$ cat src/hw/rtl/sfl_pkg.sv
// shared types and constants for the struct field layout block
// used by every module under hw/rtl; no dependencies
package sfl_pkg;

  localparam int SizeW   = 24;
  localparam int AlignW  = 16;
  localparam int OffW    = 31;
  localparam int IndexW  = 6;
  localparam int PadW    = 16;

  localparam int DefaultMaxFieldCount = 64;

  // stream widths, fields packed from bit 0 and padded to whole bytes
  localparam int InDataW  = ((SizeW + AlignW + 7) / 8) * 8;
  localparam int OutBitsW = IndexW + OffW + PadW + OffW;
  localparam int OutDataW = ((OutBitsW + 7) / 8) * 8;

  // controller to datapath
  typedef struct packed {
    logic load_in;     // latch the input beat
    logic start_div;   // launch a remainder pass
    logic div_end;     // divide by largest alignment instead of the field alignment
    logic commit;      // place the latched field at the rounded offset
    logic emit_mid;    // report the held field with padding up to the new start
    logic emit_final;  // report the held field as the struct's last, then clear
    logic clear;       // drop the struct state
  } cmd_t;

  // datapath to controller
  typedef struct packed {
    logic div_busy;
    logic out_free;
    logic held;
    logic over;
    logic last_now;
    logic last_q;
  } status_t;

endpackage

$ cat src/hw/rtl/struct_field_layout.sv
// Struct field layout engine. Each input beat describes one struct field
// (size, alignment, last marker); the field is placed at the running offset
// rounded up to its alignment (zero counts as one) by a 31-step radix-2
// remainder unit; the next field is accepted only after this one is placed,
// and a last field adds a second 31-step pass after its own to round
// the struct end to the largest alignment seen. A field's result beat (index,
// offset, padding after it) leaves when the following field is placed; the last
// field's beat carries the tail padding, the total size and tlast. Fields past
// MAX_FIELD_COUNT are dropped, though their last marker still closes the
// struct. A result still waiting in the output register stalls the placement
// of the next field, and so the next accept, until it is taken.
// depends on sfl_pkg, sfl_ctrl and sfl_datapath
module struct_field_layout #(
  parameter int MAX_FIELD_COUNT = sfl_pkg::DefaultMaxFieldCount
) (
  input  logic                          clk,
  input  logic                          rst,
  input  logic                          s_tvalid,
  output logic                          s_tready,
  input  logic [sfl_pkg::InDataW-1:0]   s_tdata,   // field_size, field_align
  input  logic                          s_tlast,   // last_field
  output logic                          m_tvalid,
  input  logic                          m_tready,
  output logic [sfl_pkg::OutDataW-1:0]  m_tdata,   // field_index, field_offset,
                                                   // pad_after, struct_total
  output logic                          m_tlast    // result_last
);

  sfl_pkg::cmd_t    cmd;
  sfl_pkg::status_t status;

  sfl_ctrl u_ctrl (
    .clk      (clk),
    .rst      (rst),
    .in_valid (s_tvalid),
    .in_ready (s_tready),
    .status   (status),
    .cmd      (cmd)
  );

  sfl_datapath #(
    .MAX_FIELD_COUNT (MAX_FIELD_COUNT)
  ) u_dp (
    .clk       (clk),
    .rst       (rst),
    .cmd       (cmd),
    .status    (status),
    .in_data   (s_tdata),
    .in_last   (s_tlast),
    .out_valid (m_tvalid),
    .out_ready (m_tready),
    .out_data  (m_tdata),
    .out_last  (m_tlast)
  );

`ifndef NO_ASSERTIONS
  a_ready_idle_div: assert property (@(posedge clk) disable iff (rst)
    s_tready |-> !status.div_busy)
    else $error("input ready while remainder unit busy");

  a_start_free: assert property (@(posedge clk) disable iff (rst)
    cmd.start_div |-> !status.div_busy)
    else $error("remainder pass launched while busy");

  a_emit_slot: assert property (@(posedge clk) disable iff (rst)
    (cmd.emit_mid || cmd.emit_final) |-> status.out_free)
    else $error("result beat overwrites a waiting result");

  a_final_clears: assert property (@(posedge clk) disable iff (rst)
    cmd.emit_final |=> !status.held)
    else $error("struct state not cleared after final beat");
`endif

endmodule

$ cat src/hw/rtl/sfl_rem.sv
// radix-2 restoring remainder unit: one dividend bit per cycle
// depends on sfl_pkg for the offset and alignment widths
module sfl_rem (
  input  logic                        clk,
  input  logic                        rst,
  input  logic                        start,
  input  logic [sfl_pkg::OffW-1:0]    dividend,
  input  logic [sfl_pkg::AlignW-1:0]  divisor,
  output logic                        busy,
  output logic [sfl_pkg::AlignW-1:0]  rem,
  output logic [sfl_pkg::AlignW-1:0]  dvs
);

  localparam int CntW = $clog2(sfl_pkg::OffW);

  logic [CntW-1:0]             cnt;
  logic [sfl_pkg::OffW-1:0]    quo;
  logic [sfl_pkg::AlignW:0]    shifted;
  logic [sfl_pkg::AlignW:0]    diff;

  assign shifted = {rem, quo[sfl_pkg::OffW-1]};
  assign diff    = shifted - {1'b0, dvs};

  always_ff @(posedge clk) begin
    if (rst) begin
      busy <= 1'b0;
      cnt  <= '0;
    end else if (start) begin
      busy <= 1'b1;
      cnt  <= '0;
    end else if (busy) begin
      cnt <= cnt + 1'b1;
      if (cnt == CntW'(sfl_pkg::OffW - 1)) begin
        busy <= 1'b0;
      end
    end
  end

  always_ff @(posedge clk) begin
    if (start) begin
      quo <= dividend;
      rem <= '0;
      dvs <= divisor;
    end else if (busy) begin
      quo <= {quo[sfl_pkg::OffW-2:0], 1'b0};
      // keep the partial remainder only when the subtract would go negative
      if (diff[sfl_pkg::AlignW]) begin
        rem <= shifted[sfl_pkg::AlignW-1:0];
      end else begin
        rem <= diff[sfl_pkg::AlignW-1:0];
      end
    end
  end

endmodule

$ cat src/hw/rtl/sfl_datapath.sv
// layout datapath: struct state, offset rounding, output register
// depends on sfl_pkg and instantiates sfl_rem
module sfl_datapath #(
  parameter int MAX_FIELD_COUNT = sfl_pkg::DefaultMaxFieldCount
) (
  input  logic                          clk,
  input  logic                          rst,
  input  sfl_pkg::cmd_t                 cmd,
  output sfl_pkg::status_t              status,
  input  logic [sfl_pkg::InDataW-1:0]   in_data,
  input  logic                          in_last,
  output logic                          out_valid,
  input  logic                          out_ready,
  output logic [sfl_pkg::OutDataW-1:0]  out_data,
  output logic                          out_last
);

  localparam int CntW = $clog2(MAX_FIELD_COUNT + 1);

  logic [sfl_pkg::SizeW-1:0]   in_size;
  logic [sfl_pkg::AlignW-1:0]  in_align;

  logic [sfl_pkg::SizeW-1:0]   size_q;
  logic [sfl_pkg::AlignW-1:0]  align_q;
  logic                        last_q;

  logic [sfl_pkg::OffW-1:0]    running;
  logic [sfl_pkg::OffW-1:0]    held_off;
  logic [sfl_pkg::SizeW-1:0]   held_size;
  logic [sfl_pkg::AlignW-1:0]  largest;
  logic [CntW-1:0]             cnt;

  logic [sfl_pkg::OffW-1:0]    running_next;
  logic [sfl_pkg::AlignW-1:0]  largest_next;
  logic [CntW-1:0]             cnt_next;

  logic                        div_busy;
  logic [sfl_pkg::AlignW-1:0]  rem;
  logic [sfl_pkg::AlignW-1:0]  dvs;
  logic [sfl_pkg::AlignW-1:0]  div_src;
  logic [sfl_pkg::AlignW-1:0]  div_in;

  logic [sfl_pkg::OffW-1:0]    rounded;
  logic [sfl_pkg::OffW-1:0]    held_end;
  logic [sfl_pkg::OffW-1:0]    gap;

  logic [sfl_pkg::IndexW-1:0]  o_index;
  logic [sfl_pkg::OffW-1:0]    o_offset;
  logic [sfl_pkg::PadW-1:0]    o_pad;
  logic [sfl_pkg::OffW-1:0]    o_total;

  assign in_size  = in_data[sfl_pkg::SizeW-1:0];
  assign in_align = in_data[sfl_pkg::SizeW +: sfl_pkg::AlignW];

  sfl_rem u_rem (
    .clk      (clk),
    .rst      (rst),
    .start    (cmd.start_div),
    .dividend (running_next),
    .divisor  (div_in),
    .busy     (div_busy),
    .rem      (rem),
    .dvs      (dvs)
  );

  // running offset rounded up to the divisor of the last remainder pass
  always_comb begin
    if (rem == '0) begin
      rounded = running;
    end else begin
      rounded = running + sfl_pkg::OffW'(dvs - rem);
    end
  end

  assign held_end = held_off + sfl_pkg::OffW'(held_size);
  assign gap      = rounded - held_end;

  always_comb begin
    running_next = running;
    largest_next = largest;
    cnt_next     = cnt;
    if (cmd.commit) begin
      running_next = rounded + sfl_pkg::OffW'(size_q);
      cnt_next     = cnt + 1'b1;
      if (align_q > largest) begin
        largest_next = align_q;
      end
    end
  end

  // alignment zero divides by one
  assign div_src = cmd.div_end ? largest_next : in_align;
  assign div_in  = (div_src == '0) ? sfl_pkg::AlignW'(1) : div_src;

  always_ff @(posedge clk) begin
    if (cmd.load_in) begin
      size_q  <= in_size;
      align_q <= in_align;
      last_q  <= in_last;
    end
  end

  always_ff @(posedge clk) begin
    if (rst) begin
      running <= '0;
      largest <= '0;
      cnt     <= '0;
    end else if (cmd.clear || cmd.emit_final) begin
      running <= '0;
      largest <= '0;
      cnt     <= '0;
    end else begin
      running <= running_next;
      largest <= largest_next;
      cnt     <= cnt_next;
    end
  end

  always_ff @(posedge clk) begin
    if (cmd.commit) begin
      held_off  <= rounded;
      held_size <= size_q;
    end
  end

  // output register
  always_ff @(posedge clk) begin
    if (rst) begin
      out_valid <= 1'b0;
    end else if (cmd.emit_mid || cmd.emit_final) begin
      out_valid <= 1'b1;
    end else if (out_ready) begin
      out_valid <= 1'b0;
    end
  end

  always_ff @(posedge clk) begin
    if (cmd.emit_mid || cmd.emit_final) begin
      o_index  <= sfl_pkg::IndexW'(cnt - 1'b1);
      o_offset <= held_off;
      o_pad    <= gap[sfl_pkg::PadW-1:0];
      o_total  <= cmd.emit_final ? rounded : '0;
      out_last <= cmd.emit_final;
    end
  end

  assign out_data = {{(sfl_pkg::OutDataW - sfl_pkg::OutBitsW){1'b0}},
                     o_total, o_pad, o_offset, o_index};

  assign status.div_busy = div_busy;
  assign status.out_free = !out_valid || out_ready;
  assign status.held     = (cnt != '0);
  assign status.over     = (cnt >= CntW'(MAX_FIELD_COUNT));
  assign status.last_now = in_last;
  assign status.last_q   = last_q;

endmodule

$ cat src/hw/rtl/sfl_ctrl.sv
// layout controller: sequences accept, remainder passes and result beats
// depends on sfl_pkg for the command and status structs
module sfl_ctrl (
  input  logic              clk,
  input  logic              rst,
  input  logic              in_valid,
  output logic              in_ready,
  input  sfl_pkg::status_t  status,
  output sfl_pkg::cmd_t     cmd
);

  typedef enum logic [1:0] {
    IDLE,
    FIELD_DIV,
    END_DIV
  } state_t;

  state_t state;
  state_t state_next;

  always_comb begin
    cmd        = '0;
    state_next = state;
    unique case (state)
      IDLE: begin
        if (in_valid && in_ready) begin
          cmd.load_in = 1'b1;
          if (status.over) begin
            // extra fields are dropped, a last marker still closes the struct
            if (status.last_now && status.held) begin
              cmd.start_div = 1'b1;
              cmd.div_end   = 1'b1;
              state_next    = END_DIV;
            end else if (status.last_now) begin
              cmd.clear = 1'b1;
            end
          end else begin
            cmd.start_div = 1'b1;
            state_next    = FIELD_DIV;
          end
        end
      end
      FIELD_DIV: begin
        if (!status.div_busy && (status.out_free || !status.held)) begin
          cmd.commit   = 1'b1;
          cmd.emit_mid = status.held;
          if (status.last_q) begin
            cmd.start_div = 1'b1;
            cmd.div_end   = 1'b1;
            state_next    = END_DIV;
          end else begin
            state_next = IDLE;
          end
        end
      end
      END_DIV: begin
        if (!status.div_busy && status.out_free) begin
          cmd.emit_final = 1'b1;
          state_next     = IDLE;
        end
      end
      default: begin
        state_next = IDLE;
      end
    endcase
  end

  always_ff @(posedge clk) begin
    if (rst) begin
      state    <= IDLE;
      in_ready <= 1'b0;
    end else begin
      state    <= state_next;
      in_ready <= (state_next == IDLE);
    end
  end

endmodule

$ cat config.mk
export PLATFORM = sky130hd
export DESIGN_NAME = struct_field_layout
export DESIGN_NICKNAME = d
export VERILOG_FILES = /design/src/hw/rtl/sfl_pkg.sv /design/src/hw/rtl/struct_field_layout.sv /design/src/hw/rtl/sfl_rem.sv /design/src/hw/rtl/sfl_datapath.sv /design/src/hw/rtl/sfl_ctrl.sv
export SDC_FILE = /design/constraint.sdc
export NUM_CORES = 1
export LEC_CHECK = 0
export BUFFER_PORTS_ARGS = -buffer_cell sky130_fd_sc_hd__buf_4
export CAP_MARGIN = 10
export CORE_MARGIN = 4
export CORE_UTILIZATION = 63
export CTS_CLUSTER_SIZE = 12
export DETAILED_ROUTE_END_ITERATION = 12
export PLACE_DENSITY = 0.93
export SETUP_SLACK_MARGIN = 0.15
export SLEW_MARGIN = 20
export SYNTH_ARGS = -nofsm -noshare
export SYNTH_HDL_FRONTEND = slang
export SYNTH_HIERARCHICAL = 1
export SYNTH_SLANG_ARGS = --single-unit
$ cat constraint.sdc
create_clock -name clk -period 12.2 [get_ports clk]
set_input_delay 1.22 -clock clk [delete_from_list [all_inputs] [get_ports clk]]
set_output_delay 1.22 -clock clk [all_outputs]
set_load 0.005 [all_outputs]
==> flow_summary.yaml <==
routing:
  firstDrtPassIters: 5
  wl_um: 39700
  wire_per_inst_um: 19.1
  drc_errors: 0
  drtAntennaViolNets: 0
  via_per_inst: 6.06
  vias: 12591
  drtIter0Drc: 1100
power_and_ir_drop:
  power.switching_mw: 2.41
  powerDensity_nw_per_um2: 288
  total_power_mw: 5.60
  clockPowerShare_pct: 15.9
  ir_drop_mv: 0.138
  intPower_mw: 3.19
  combPwrFrac_pct: 59.1
  power_frac_seq_pct: 25.0
  total_leakage_power_nw: 7.98
  sw_frac_of_total_pct: 43.0
worst_setup_path:
  cp-end-kind: "flop"
  cp-start-kind: "flop"
  slowest_delay_ns: 0.55
  critPathKind: "reg2reg"
  crit_family: "compound AO/OA/AOI/OAI gates"
  timing.critical_path.arrival_ns: 8.20
  cp_slowest_cell: "o41ai_1"
  crit_fanout: 7
  crit_required_ns: 12.49
  critPathBufInv: 1
logic_synthesis:
  yosys_warnings: 6
  yosysTopAreaCell: "edfxtp_1"
  synthTopCellsByArea: "edfxtp_1, dfxtp_1, ha_1, xnor2_1, mux2_2"
  yosysSeqAreaShare_pct: 47.5
  synth_ff_type: "edfxtp_1"
  syn_inst: 1590
  async_reset_ff_share_pct: 0
  synth_area_sq_um: 17300
  synth_cell_type_count: 101
  synth_edf_count: 220
  synth-seq-cells: 300
  synth_top_area_share_pct: 38.2
  avgSynthCellArea_sq_um: 10.9
min_path:
  hold_class: "reg2reg"
sta:
  finClkSkew_ns: 0.0220
  maxSlewViolCount: 0
  setup_viol: 0
  rsz0062_at_grt: "no"
  hold_ws_ns: 0.418
  fin_ws_ns: 4.29
  fin_crit_sh_pct: 64.9
  fmax_ghz: 0.126
  layout_min_cycle_time_ns: 7.91
  tightest_slew_ns: 1.08
  slew_headroom_pct: 28.0
  finalHoldViolCount: 0
  tns_ns: 0
placement:
  dp_worst_setup_slack_ns: 4.42
  place_congestion: 0.912
  dp.cells: 2020
  hpwl_um: 28600
  io_buffers: 131
clocking:
  htreeDepth: 1
  cts_sinks: 300
  cts_tree: "built"
  postCtsSetupRepairBufs: 0
  clock_path_buffers: 3
  cts_hold_buf: 0
  clk_pin_slew_worst_paths_ns: 0.06
  clkLatencyLatePin_ns: 0.56
  post_cts_resize_count: 0
  cts_root_buf: "clkbuf_16"
  cts_buffers: 31
final_layout:
  stdcell_count: 2078
  syn_to_final_growth_pct: 12.7
  nets: 1900
  drive_gt1_share_pct: 16.7
  diodes: 0
run_status:
  status: "finished clean"
floorplan:
  initial_core_util_pct: 64.1
  rows: 60
  die_h_um: 174
  dieArea_sq_um: 30100
  core_area_sq_um: 27000
  io_pins: 136
  dieWidth_um: 174
global_route:
  grt_remaining_overflow: 0
  grt_pass1_wl_um: 63300
  grt_start_max_net_pins: 85
  antenna_found_initial: 0
  grt_pass1_vias: 12634
  grtUsageTotal_pct: 25.3
flow_run:
  max_cap_violations: 0
## cells in the final DEF (no fill, tap or decap), types with 31 or more instances in the layout
cell,instances
edfxtp_1,220
nor2_1,148
buf_4,143
inv_1,129
ha_1,123
a21oi_1,113
dfxtp_1,80
nand2_1,72
xnor2_1,70
mux2_2,51
and2_1,48
o21ai_0,44
mux2i_1,33
a21o_1,32
xor2_1,32
clkbuf_16,31
## power groups by stage
stage                     sequential, mW  clock (mW)  combinational (mW)
final                               1.40       0.889                3.31
after global routing                1.41       0.950                3.58
after CTS                           1.40       0.903                3.24
after detailed placement            1.42           0                3.16
after global placement              1.41           0                2.98
after floorplan                     1.39           0                2.50
## per-stage QoR
stage	utilization [%]	cell area, sq um
floorplan	-	17300
global placement	68.6	18500
detailed placement	68.6	18500
CTS	72.2	19500
global route	72.2	19500
finish	72.2	19500
## final timing paths
path / start / endpoint / slack [ns] / depth (start not counted)
setup / recovery: u_dp/u_rem/rem[1] / u_dp/u_rem/quo[30] / 4.29 / 34
hold / removal: u_dp/held_off[17] / u_dp/o_offset[17] / 0.42 / 0
setup reg to reg: u_dp/u_rem/rem[1] / u_dp/u_rem/quo[30] / 4.29 / 34
hold reg to reg: u_dp/held_off[17] / u_dp/o_offset[17] / 0.42 / 0
## cell type report
type | instances | area (sq um)
Clock inverter | 5 | 56.3
Multi-Input combinational cell | 1103 | 8290
Tap cell | 341 | 427
Inverter | 133 | 500
Fill cell | 1771 | 7490
Timing Repair Buffer | 144 | 1080
Sequential cell | 300 | 8210
Clock buffer | 52 | 895
## routing by layer
metal  up-vias  wire [um]  global-route usage, %  part of all wire [%]
met5         -          0                      0                     0
met4         0       1110                   7.42                   2.8
met3        90       2580                   3.47                   6.5
met2       494      19900                   45.2                    50
met1      6011      16100                   32.2                    41
li1       5996          -                      -                     -
## cell families after synthesis
| logic type | Yosys count | synth area share [%] |
|---|---|---|
| compound gates | 347 | 13.7 |
| xor+xnor | 102 | 5.17 |
| fa+ha+maj | 142 | 11.1 |
| buf+inv | 190 | 4.76 |
| flops | 300 | 47.5 |
| mux | 86 | 5.40 |
| other cells | 1 | 0.0217 |
| simple gates | 422 | 12.4 |
## cell usage after synthesis, types with 12 or more instances
| master | n |
|---|---|
| dfxtp_1 | 80 |
| nor2_1 | 148 |
| fa_1 | 19 |
| mux2i_1 | 33 |
| inv_1 | 131 |
| o21ai_0 | 44 |
| nor3_1 | 25 |
| nand3_1 | 24 |
| xnor2_1 | 70 |
| clkbuf_1 | 31 |
| nor2b_1 | 13 |
| nor4_1 | 14 |
| a21o_1 | 32 |
| ha_1 | 123 |
| a21oi_1 | 113 |
| nand2b_1 | 13 |
| nand2_1 | 72 |
| o21a_1 | 12 |
| nand4_1 | 18 |
| o21ai_1 | 12 |
| edfxtp_1 | 220 |
| and2_1 | 48 |
| a211oi_1 | 18 |
| xor2_1 | 32 |
| o21bai_1 | 12 |
| mux2_2 | 51 |
## registers in the layout, indices dropped and copies added, names as in the netlist, 24 cells and up
register	cells
u_dp/held_off	31
u_dp/o_offset	31
u_dp/o_total	31
u_dp/running	31
u_dp/u_rem/quo	31
u_dp/size_q	24
Power figures use the tool's default switching activity.
